==> src/hdl/bpa_pkg.sv <==
// ----------------------------------------------------------------------------
// bpa_pkg
// Shared types and codes of the bitmap page allocator.
// ----------------------------------------------------------------------------
package bpa_pkg;

  // bitmap word: pages held per memory word
  localparam int WORD_W = 32;
  localparam int OFF_W  = 5;

  localparam logic [1:0] CMD_ALLOC = 2'd0;
  localparam logic [1:0] CMD_FREE  = 2'd1;
  localparam logic [1:0] CMD_MARK  = 2'd2;

  localparam logic [1:0] ST_OK   = 2'd0;
  localparam logic [1:0] ST_FULL = 2'd1;
  localparam logic [1:0] ST_BAD  = 2'd2;

  typedef enum logic [2:0] {
    S_CLEAR,
    S_IDLE,
    S_CHECK,
    S_WRITE,
    S_SEEK_START,
    S_SEEK,
    S_DONE
  } state_t;

  // controller to datapath
  typedef struct packed {
    logic clr_write;
    logic latch;
    logic wr_op;
    logic seek_start;
    logic seek_step;
    logic load_out;
  } dp_cmd_t;

  // datapath to controller
  typedef struct packed {
    logic clr_last;
    logic reject;
    logic is_free;
    logic hint_full;
    logic seek_end;
  } dp_status_t;

endpackage

==> src/hdl/bpa_ram.sv <==
// ----------------------------------------------------------------------------
// bpa_ram
// Generic simple dual-port RAM, one write and one registered read port.
// ----------------------------------------------------------------------------
module bpa_ram #(
  parameter int WIDTH = 32,
  parameter int DEPTH = 32
) (
  input  logic                                       clk,
  input  logic                                       we,
  input  logic [((DEPTH > 1) ? $clog2(DEPTH) : 1)-1:0] waddr,
  input  logic [WIDTH-1:0]                           wdata,
  input  logic [((DEPTH > 1) ? $clog2(DEPTH) : 1)-1:0] raddr,
  output logic [WIDTH-1:0]                           rdata
);

  logic [WIDTH-1:0] mem [DEPTH];

  always_ff @(posedge clk) begin
    if (we) begin
      mem[waddr] <= wdata;
    end
    rdata <= mem[raddr];
  end

endmodule

==> src/hdl/bpa_dp.sv <==
// ----------------------------------------------------------------------------
// bpa_dp
// Datapath: bitmap memory, next-free hint, word scan and result registers.
// ----------------------------------------------------------------------------
module bpa_dp import bpa_pkg::*; #(
  parameter int NUM_PAGES = 1024
) (
  input  logic       clk,
  input  logic       rst,
  input  dp_cmd_t    ctl,
  output dp_status_t st,
  input  logic [1:0] cmd,
  input  logic [9:0] page_id,
  output logic [9:0] result_page,
  output logic [1:0] status
);

  localparam int HW        = $clog2(NUM_PAGES + 1);
  localparam int NUM_WORDS = (NUM_PAGES + WORD_W - 1) / WORD_W;
  localparam int WAW       = (NUM_WORDS > 1) ? $clog2(NUM_WORDS) : 1;
  localparam int TAIL      = NUM_PAGES % WORD_W;
  localparam logic [WAW-1:0] LAST_WORD = WAW'(NUM_WORDS - 1);
  localparam logic [HW-1:0]  FULL_HINT = HW'(NUM_PAGES);
  localparam logic [WORD_W-1:0] LAST_MASK =
    (TAIL == 0) ? {WORD_W{1'b1}} : WORD_W'((64'(1) << TAIL) - 64'(1));

  logic [HW-1:0]     hint;
  logic [HW-1:0]     op_page;
  logic [1:0]        op_cmd;
  logic [1:0]        res_status;
  logic [9:0]        res_page;
  logic [WAW-1:0]    clr_word;
  logic [WAW-1:0]    scan_word;

  logic              ram_we;
  logic [WAW-1:0]    ram_waddr;
  logic [WORD_W-1:0] ram_wdata;
  logic [WAW-1:0]    ram_raddr;
  logic [WORD_W-1:0] ram_rdata;

  logic [WAW-1:0]    op_word;
  logic [WAW-1:0]    hint_word;
  logic [WORD_W-1:0] op_bit;
  logic [WORD_W-1:0] clr_pattern;
  logic [WORD_W-1:0] scan_bits;
  logic [OFF_W-1:0]  scan_pos;
  logic              scan_found;
  logic              pid_ok;
  logic              hint_full;

  assign op_word   = WAW'(op_page >> OFF_W);
  assign hint_word = WAW'(hint >> OFF_W);
  assign op_bit    = WORD_W'(1) << OFF_W'(op_page);
  assign hint_full = (hint == FULL_HINT);
  assign pid_ok    = (32'(page_id) < 32'(NUM_PAGES));

  // reset image: page zero used, pages past the end never free
  always_comb begin
    clr_pattern = {WORD_W{1'b1}};
    if (clr_word == LAST_WORD) begin
      clr_pattern = clr_pattern & LAST_MASK;
    end
    if (clr_word == '0) begin
      clr_pattern[0] = 1'b0;
    end
  end

  // lowest free page in the word under scan, ignoring pages below the hint
  always_comb begin
    scan_bits = ram_rdata;
    if (scan_word == hint_word) begin
      scan_bits = ram_rdata & ~((WORD_W'(1) << OFF_W'(hint)) - WORD_W'(1));
    end
    scan_found = |scan_bits;
    scan_pos   = '0;
    for (int i = WORD_W - 1; i >= 0; i--) begin
      if (scan_bits[i]) begin
        scan_pos = OFF_W'(i);
      end
    end
  end

  always_comb begin
    ram_we    = ctl.clr_write || ctl.wr_op;
    ram_waddr = ctl.clr_write ? clr_word : op_word;
    if (ctl.clr_write) begin
      ram_wdata = clr_pattern;
    end else if (op_cmd == CMD_FREE) begin
      ram_wdata = ram_rdata | op_bit;
    end else begin
      ram_wdata = ram_rdata & ~op_bit;
    end
    if (ctl.seek_step) begin
      ram_raddr = scan_word + WAW'(1);
    end else if (ctl.seek_start) begin
      ram_raddr = hint_word;
    end else begin
      ram_raddr = op_word;
    end
  end

  bpa_ram #(
    .WIDTH (WORD_W),
    .DEPTH (NUM_WORDS)
  ) u_map (
    .clk   (clk),
    .we    (ram_we),
    .waddr (ram_waddr),
    .wdata (ram_wdata),
    .raddr (ram_raddr),
    .rdata (ram_rdata)
  );

  always_ff @(posedge clk) begin
    if (rst) begin
      hint     <= HW'(1);
      clr_word <= '0;
    end else begin
      if (ctl.clr_write) begin
        clr_word <= clr_word + WAW'(1);
      end
      if (ctl.wr_op && op_cmd == CMD_FREE && op_page < hint) begin
        hint <= op_page;
      end
      if (ctl.seek_step && scan_found) begin
        hint <= HW'({scan_word, scan_pos});
      end else if (ctl.seek_step && scan_word == LAST_WORD) begin
        hint <= FULL_HINT;
      end
    end
  end

  always_ff @(posedge clk) begin
    if (ctl.latch) begin
      op_cmd   <= cmd;
      op_page  <= (cmd == CMD_ALLOC) ? hint : HW'(page_id);
      res_page <= (cmd == CMD_ALLOC && !hint_full) ? 10'(hint) : 10'd0;
      case (cmd)
        CMD_ALLOC: res_status <= hint_full ? ST_FULL : ST_OK;
        CMD_FREE:  res_status <= (page_id == '0 || !pid_ok) ? ST_BAD : ST_OK;
        CMD_MARK:  res_status <= pid_ok ? ST_OK : ST_BAD;
        default:   res_status <= ST_BAD;
      endcase
    end
    if (ctl.seek_start) begin
      scan_word <= hint_word;
    end else if (ctl.seek_step) begin
      scan_word <= scan_word + WAW'(1);
    end
    if (ctl.load_out) begin
      result_page <= res_page;
      status      <= res_status;
    end
  end

  assign st.clr_last  = (clr_word == LAST_WORD);
  assign st.reject    = (res_status != ST_OK);
  assign st.is_free   = (op_cmd == CMD_FREE);
  assign st.hint_full = hint_full;
  assign st.seek_end  = scan_found || (scan_word == LAST_WORD);

endmodule

==> src/hdl/bpa_ctrl.sv <==
// ----------------------------------------------------------------------------
// bpa_ctrl
// Controller: clearing pass, command sequencing and output handshake.
// ----------------------------------------------------------------------------
module bpa_ctrl import bpa_pkg::*; (
  input  logic       clk,
  input  logic       rst,
  input  logic       in_valid,
  output logic       in_stall,
  output logic       out_valid,
  input  logic       out_stall,
  output dp_cmd_t    ctl,
  input  dp_status_t st
);

  state_t state;
  state_t state_next;
  logic   out_free;

  assign out_free = !out_valid || !out_stall;

  always_ff @(posedge clk) begin
    if (rst) begin
      state     <= S_CLEAR;
      out_valid <= 1'b0;
    end else begin
      state <= state_next;
      if (ctl.load_out) begin
        out_valid <= 1'b1;
      end else if (!out_stall) begin
        out_valid <= 1'b0;
      end
    end
  end

  always_comb begin
    state_next = state;
    ctl        = '0;
    in_stall   = 1'b1;
    case (state)
      S_CLEAR: begin
        ctl.clr_write = 1'b1;
        if (st.clr_last) begin
          state_next = S_IDLE;
        end
      end
      S_IDLE: begin
        in_stall = 1'b0;
        if (in_valid) begin
          ctl.latch  = 1'b1;
          state_next = S_CHECK;
        end
      end
      // bitmap word read is issued here
      S_CHECK: begin
        state_next = st.reject ? S_DONE : S_WRITE;
      end
      S_WRITE: begin
        ctl.wr_op = 1'b1;
        if (st.is_free || st.hint_full) begin
          state_next = S_DONE;
        end else begin
          state_next = S_SEEK_START;
        end
      end
      S_SEEK_START: begin
        ctl.seek_start = 1'b1;
        state_next     = S_SEEK;
      end
      S_SEEK: begin
        ctl.seek_step = 1'b1;
        if (st.seek_end) begin
          state_next = S_DONE;
        end
      end
      S_DONE: begin
        if (out_free) begin
          ctl.load_out = 1'b1;
          state_next   = S_IDLE;
        end
      end
      default: begin
        state_next = S_IDLE;
      end
    endcase
  end

endmodule

==> src/hdl/bitmap_page_allocator.sv <==
// ----------------------------------------------------------------------------
// bitmap_page_allocator
// Free-page bitmap allocator with a next-free hint.
// ----------------------------------------------------------------------------
// The bitmap lives in a RAM of 32-bit words, one bit per page (1 = free).
// After reset a clearing pass writes the map, one word per cycle, and the
// block takes no item until the pass is done. One item is worked at a time.
// A free passes through check, write and done before its result; a
// rejected item goes from check straight to done. An allocate or mark-used
// writes the map and then scans upward from the hint one word per cycle
// until it finds a free page or reaches the last word, then goes to done;
// a mark-used with the map already full skips the scan. The scan runs over
// the single RAM read port. The result sits in an output register, so a
// new item is taken while it waits.
module bitmap_page_allocator import bpa_pkg::*; #(
  parameter int NUM_PAGES = 1024
) (
  input  logic       clk,
  input  logic       rst,
  input  logic       in_valid,
  output logic       in_stall,
  input  logic [1:0] cmd,
  input  logic [9:0] page_id,
  output logic       out_valid,
  input  logic       out_stall,
  output logic [9:0] result_page,
  output logic [1:0] status
);

  dp_cmd_t    ctl;
  dp_status_t st;

  bpa_ctrl u_ctrl (
    .clk       (clk),
    .rst       (rst),
    .in_valid  (in_valid),
    .in_stall  (in_stall),
    .out_valid (out_valid),
    .out_stall (out_stall),
    .ctl       (ctl),
    .st        (st)
  );

  bpa_dp #(
    .NUM_PAGES (NUM_PAGES)
  ) u_dp (
    .clk         (clk),
    .rst         (rst),
    .ctl         (ctl),
    .st          (st),
    .cmd         (cmd),
    .page_id     (page_id),
    .result_page (result_page),
    .status      (status)
  );

endmodule
==> config.mk <==
export PLATFORM = sky130hd
export DESIGN_NAME = bitmap_page_allocator
export DESIGN_NICKNAME = d
export VERILOG_FILES = /design/src/hdl/bpa_pkg.sv /design/src/hdl/bpa_ram.sv /design/src/hdl/bpa_dp.sv /design/src/hdl/bpa_ctrl.sv /design/src/hdl/bitmap_page_allocator.sv
export SDC_FILE = /design/constraint.sdc
export NUM_CORES = 2
export LEC_CHECK = 0
export CAP_MARGIN = 30
export CELL_PAD_IN_SITES_DETAIL_PLACEMENT = 1
export CELL_PAD_IN_SITES_GLOBAL_PLACEMENT = 1
export CORE_ASPECT_RATIO = 1.75
export CORE_MARGIN = 2
export CORE_UTILIZATION = 40
export DETAILED_ROUTE_END_ITERATION = 8
export DONT_BUFFER_PORTS = 1
export PLACE_DENSITY_LB_ADDON = 0.12
export SYNTH_ARGS = -nofsm -noshare
export SYNTH_HDL_FRONTEND = slang
export SYNTH_HIERARCHICAL = 1
export SYNTH_SLANG_ARGS = --single-unit
==> constraint.sdc <==
create_clock -name clk -period 9.75 [get_ports clk]
set_input_delay 1.95 -clock clk [delete_from_list [all_inputs] [get_ports clk]]
set_output_delay 1.95 -clock clk [all_outputs]
set_load 0.005 [all_outputs]
Word-level counts from Yosys, hierarchy flattened:

Memories as Yosys holds them, arrays and structs flattened. A register that Yosys moved wholly into a read port is not among the register bits.
Cells that the tools add are included.
W data, S select, Z words.

* bits of input ports: 16
* register bits after elaboration: 62
* logic and storage cells: 134
* output and inout bits: 14
* memories kept: 1
* memory bits (writable): 1024

Memories
* u_dp.u_map.mem: depth 32, width 32, read ports 1, clocked after Yosys merged registers in 1, write ports 1, RTL line bpa_ram.sv:17 `logic [WIDTH-1:0] mem [DEPTH];`

* equality and inequality tests: 18
* reductions and logical operators: 23
* order comparisons: 1
* shift-type cells: 2
* bitwise logic cells: 5
* $add $sub $neg: 3
* mux-type cells: 68

Operators with widths (count)
* $mux W5: 37
* $mux W32: 3
* $and A32 B32 Y32: 2
* $not A32 Y32: 2
* $shl A1 B5 Y32 const A: 2
* $or A32 B32 Y32: 1
* $reduce_or A32 Y1: 1
* $sub A32 B1 Y32 const B: 1
* $mux W11: 2
* $pmux W3 S7: 1
* $mux W10: 2
* $mux W1: 15
* $mux W3: 5
* $eq A11 B11 Y1 const B: 1
* $lt A11 B11 Y1: 1
* $add A5 B1 Y5 const B: 2
* $eq A5 B5 Y1 const B: 2
* $logic_not A10 Y1: 1
* $eq A3 B3 Y1 const B: 3
* $eq A3 B2 Y1 const B: 2
* $ne A2 B2 Y1 const B: 3
* $pmux W2 S3: 1
* $reduce_bool A2 Y1: 3
* $eq A5 B5 Y1: 1
* other kinds (14): 26

Logic depth before layout (Yosys ltp):

* depth after elaboration: 38
* depth in mapped cells: 18
* depth with buffers taken out: 15

Hierarchy:

The synthesis kept the hierarchy.

Modules (own cells, without submodules)
* bpa_ram: area an instance 40485.1 µm², seq. area each 31390.1 µm², cells each 2260, instances 1
* bpa_dp: area an instance 4999.8 µm², seq. area each 1581.5 µm², cells each 565, instances 1
* bpa_ctrl: area an instance 341.6 µm², seq. area each 80.1 µm², cells each 45, instances 1

Least setup slack after synthesis:

OpenSTA, ideal clock, no wires.

* path type: register to register
* from: reg u_ctrl.state[2]
* to: mem u_dp.u_map.mem[12][0], enable pin
* arrival time: 3.678 ns
* stages on the path, launching flop included: 9
* setup time: 0.421 ns
* required time: 9.329 ns
* period minus slack after synthesis: 4.099 ns
* setup slack: 5.651 ns
* buffers on the path: 4
* cells stage by stage: dfxtp_1 clkbuf_1 nor3_1 clkbuf_1 clkbuf_1 mux2_2 or3b_2 clkbuf_1 nor2_1

RTL lines
* start: declaration: RTL line bpa_ctrl.sv:16 `state_t state;`
* start signal: assignment: RTL line bpa_ctrl.sv:27 `state <= state_next;`
* end: declaration: RTL line bpa_ram.sv:17

==> results.md <==
- Area of the multi-input gates: 12000 um^2
- Flop pwr share: 0.555
- Worst Path Max Fanout: 30
- Port bufs: 0
- Antenna-violating nets left: 0
- F_max: 180 MHz
- R2R Path End: u_ctrl/state[0]
- Pwr per Cell Area: 183 nW/um^2
- Cells on worst reg2reg path: 13
- Chip height: 452 um
- Antenna violations before repair: 2
- Clock transition at path regs: 0.07 ns
- All-Layer GR Usage: 0.240
- Worst Path Required: 10.39 ns
- Syn nets: 2903
- Clk sink count: 1118
- Total Routed Length: 140000 um
- Int Pwr: 7480 uW
- Critical Setup Path Class: register to register
- DP Wirelength: 74400 um
- Most frequent cells in the layout: edfxtp_1, mux2i_1, nand2_1
- I/O pin total: 30
- First-pass GRT wire length: 200000 um
- Vias in the first global route: 27533
- Overflow after GRT: 0
- MaxCap Viol Count: 0
- Layout cells sized above 1: 0.113
- Wire length per cell: 31.4 um
- Final Hold Viols: 0
- Pre-antenna DRT Iters: 5
- Final period util: 0.570
- Comb pwr share: 0.011
- Starting density of the core: 0.402
- Util after Layout: 0.451
- Max-slew headroom: 0.152
- CTS Hold Bufs: 0
- Hold Crit Depth: 0
- Post-synth EDFFs: 1066
- Setup Viol. Count Final: 0
- Min-delay worst type: register to register
- Area grow syn2layout: 12.1%
- Outcome: completed
- RSZ-0062 raised after global routing: false
- Slew @ Worst Pin: 1.27 ns
- Design area: 51400 um^2
- Syn Inst Count: 2870
- DRC: 0
- Hold Crit Start: u_dp/res_page[7]
- Vias/cell: 5.80
- Drt first-iter violations: 1985
- Number of post-CTS setup repair buffers: 0
- Root buffer cell: clkbuf_16
- Critical R2R Launch: u_dp/hint[4]
- WP data arrival: 6.20 ns
- Register Area: 33100 um^2
- Core box area: 114000 um^2
- Final Skew: 0.0284 ns
- Die width: 260 um
- CTS tree: built
- Ys async rst share: 0
- Commonest non-fill, non-tap cell in the layout: edfxtp_1
- Sequential area share after synthesis: 0.721
- H-tree depth: 3
- CTS max path bufs: 3
- Synth warn: 6
- Sw frac: 0.204
- Total Die Area: 117000 um^2
- Placed instance area: 47700 um^2
- Part of the power in the clock network: 0.435
- Post-layout min period: 5.56 ns
- Primary FF master, synth: edfxtp_1
- Distinct cells, synth: 82
- Leakage power: 0.0166 uW
- Critical path startpoint category: register
- R2R Setup Slk: 4.19 ns
- Vias: 25895
- CTS Buf Count: 103
- Area of the mapped netlist: 45800 um^2
- Clock Latency Late Sink: 0.74 ns
- Worst Hold Endpoint: u_dp/result_page[7]
- Max-slew violation count: 0
- Synth Register Bits: 1118
- Routability cong.: 0.872
- Maximum vdd drop: 0.149 mV
- # resized after CTS: 0
- # fillers: 10947
- Row cnt: 164
- Setup TNS: 0 ns
- NumNets Final: 2918
- CP endpoint kind: register
- Syn Area/Cell: 16.0 um^2
- Psw: 1910 uW
- Overall Power: 9390 uW
- Largest net degree at the start of global routing: 133
-- registers in the layout (all words and copies together) (netlist names) --
name,count
u_dp/res_status,2
u_dp/u_map/mem,1024
u_dp/op_page,11
u_dp/hint,11
u_ctrl/out_valid,1
u_dp/u_map/rdata,32
u_dp/clr_word,5
u_dp/res_page,10
u_dp/scan_word,5
u_dp/status,2
u_dp/op_cmd,2
u_dp/result_page,10
u_ctrl/state,3
-- worst max-delay path by stage --
stage	startpoint	end	slack [ns]	cells after the start
2_1_floorplan	u_ctrl/state[2]	u_dp/u_map/mem[12][0]	5.65	8
3_3_place_gp	u_dp/hint[4]	u_ctrl/state[0]	4.44	14
3_5_place_dp	u_dp/hint[4]	u_ctrl/state[0]	4.23	13
4_1_cts	u_dp/hint[4]	u_ctrl/state[0]	4.19	13
5_1_grt	u_dp/hint[4]	u_dp/hint[4]	3.74	12
6_report	u_dp/hint[4]	u_ctrl/state[0]	4.19	13
-- cell usage after synthesis (all sizes together) (8+ instances only) --
cell    instances  area [um^2]
ha             17          213
clkbuf         80          312
a21boi         20          154
and3           11         68.8
a311o          14          140
mux2           17          191
mux2i         529         5300
edfxtp       1066        32000
and2           10         62.6
nand3         121          606
nand2         131          502
buf            95          668
a221oi         10          138
a31oi          36          225
inv            22         85.1
a22o           64          561
a21oi         117          586
or3            10         72.6
nor2           72          275
a211o           8         70.1
a211oi          9         67.6
a22oi          97          728
nor2b          18          113
o21ai          51          259
nor3           59          295
nand3b          9         67.6
dfxtp          52         1040
nand2b         17          106
-- through the flow --
step | std cells | hold WS (ns) | setup WS [ns]
6_report | 4466 | 0.419 | 4.19
5_1_grt | 4466 | 0.425 | 3.74
4_1_cts | 4448 | 0.416 | 4.19
3_5_place_dp | 4257 | 0.407 | 4.23
3_3_place_gp | 4247 | 0.408 | 4.44
2_1_floorplan | 2870 | 0.400 | 5.65
-- worst max-delay path, stage by stage, from the launching register on --
cell       delay, ns
dfxtp_1         0.88
inv_1           0.50
nand3_1         0.22
ha_1            0.83
nand2b_1        0.24
nor2_2          0.23
o311ai_1        0.24
a2111oi_4       0.45
nand4_1         0.20
or3_4           0.49
or3_1           0.41
nor3b_1         0.29
o21ai_2         0.14
a311oi_1        0.32
-- cell type report --
cell class / count / share of cell area
Multi-Input combinational cell: 1555 / 0.234
Sequential cell: 1118 / 0.643
Antenna cell: 1 / 0.0000487
Clock inverter: 65 / 0.0125
Timing Repair Buffer: 85 / 0.0194
Tap cell: 1494 / 0.0364
Inverter: 22 / 0.00166
Clock buffer: 126 / 0.0528
-- metal layers --
layer  GRT usage  share of wire
met1       0.285           0.40
met2       0.436           0.53
met3      0.0279          0.028
met4      0.0996          0.042
met5           0              0
-- cells by family after synthesis --
family | share of synthesized area
AO/OA/AOI/OAI | 0.0755
XOR/XNOR | 0.00229
adder cells (fa/ha/maj) | 0.00464
buffers and inverters | 0.0232
flip-flops | 0.721
multiplexers | 0.120
AND/OR/NAND/NOR | 0.0533
-- power groups by stage --
stage	combinational (uW)	clock (uW)	sequential (uW)
6_report	101	4080	5210
5_1_grt	106	4350	5210
4_1_cts	105	4170	5210
3_5_place_dp	105	0	5310
3_3_place_gp	101	0	5310
2_1_floorplan	40.0	0	5320
(Power assumes the default switching activity.)
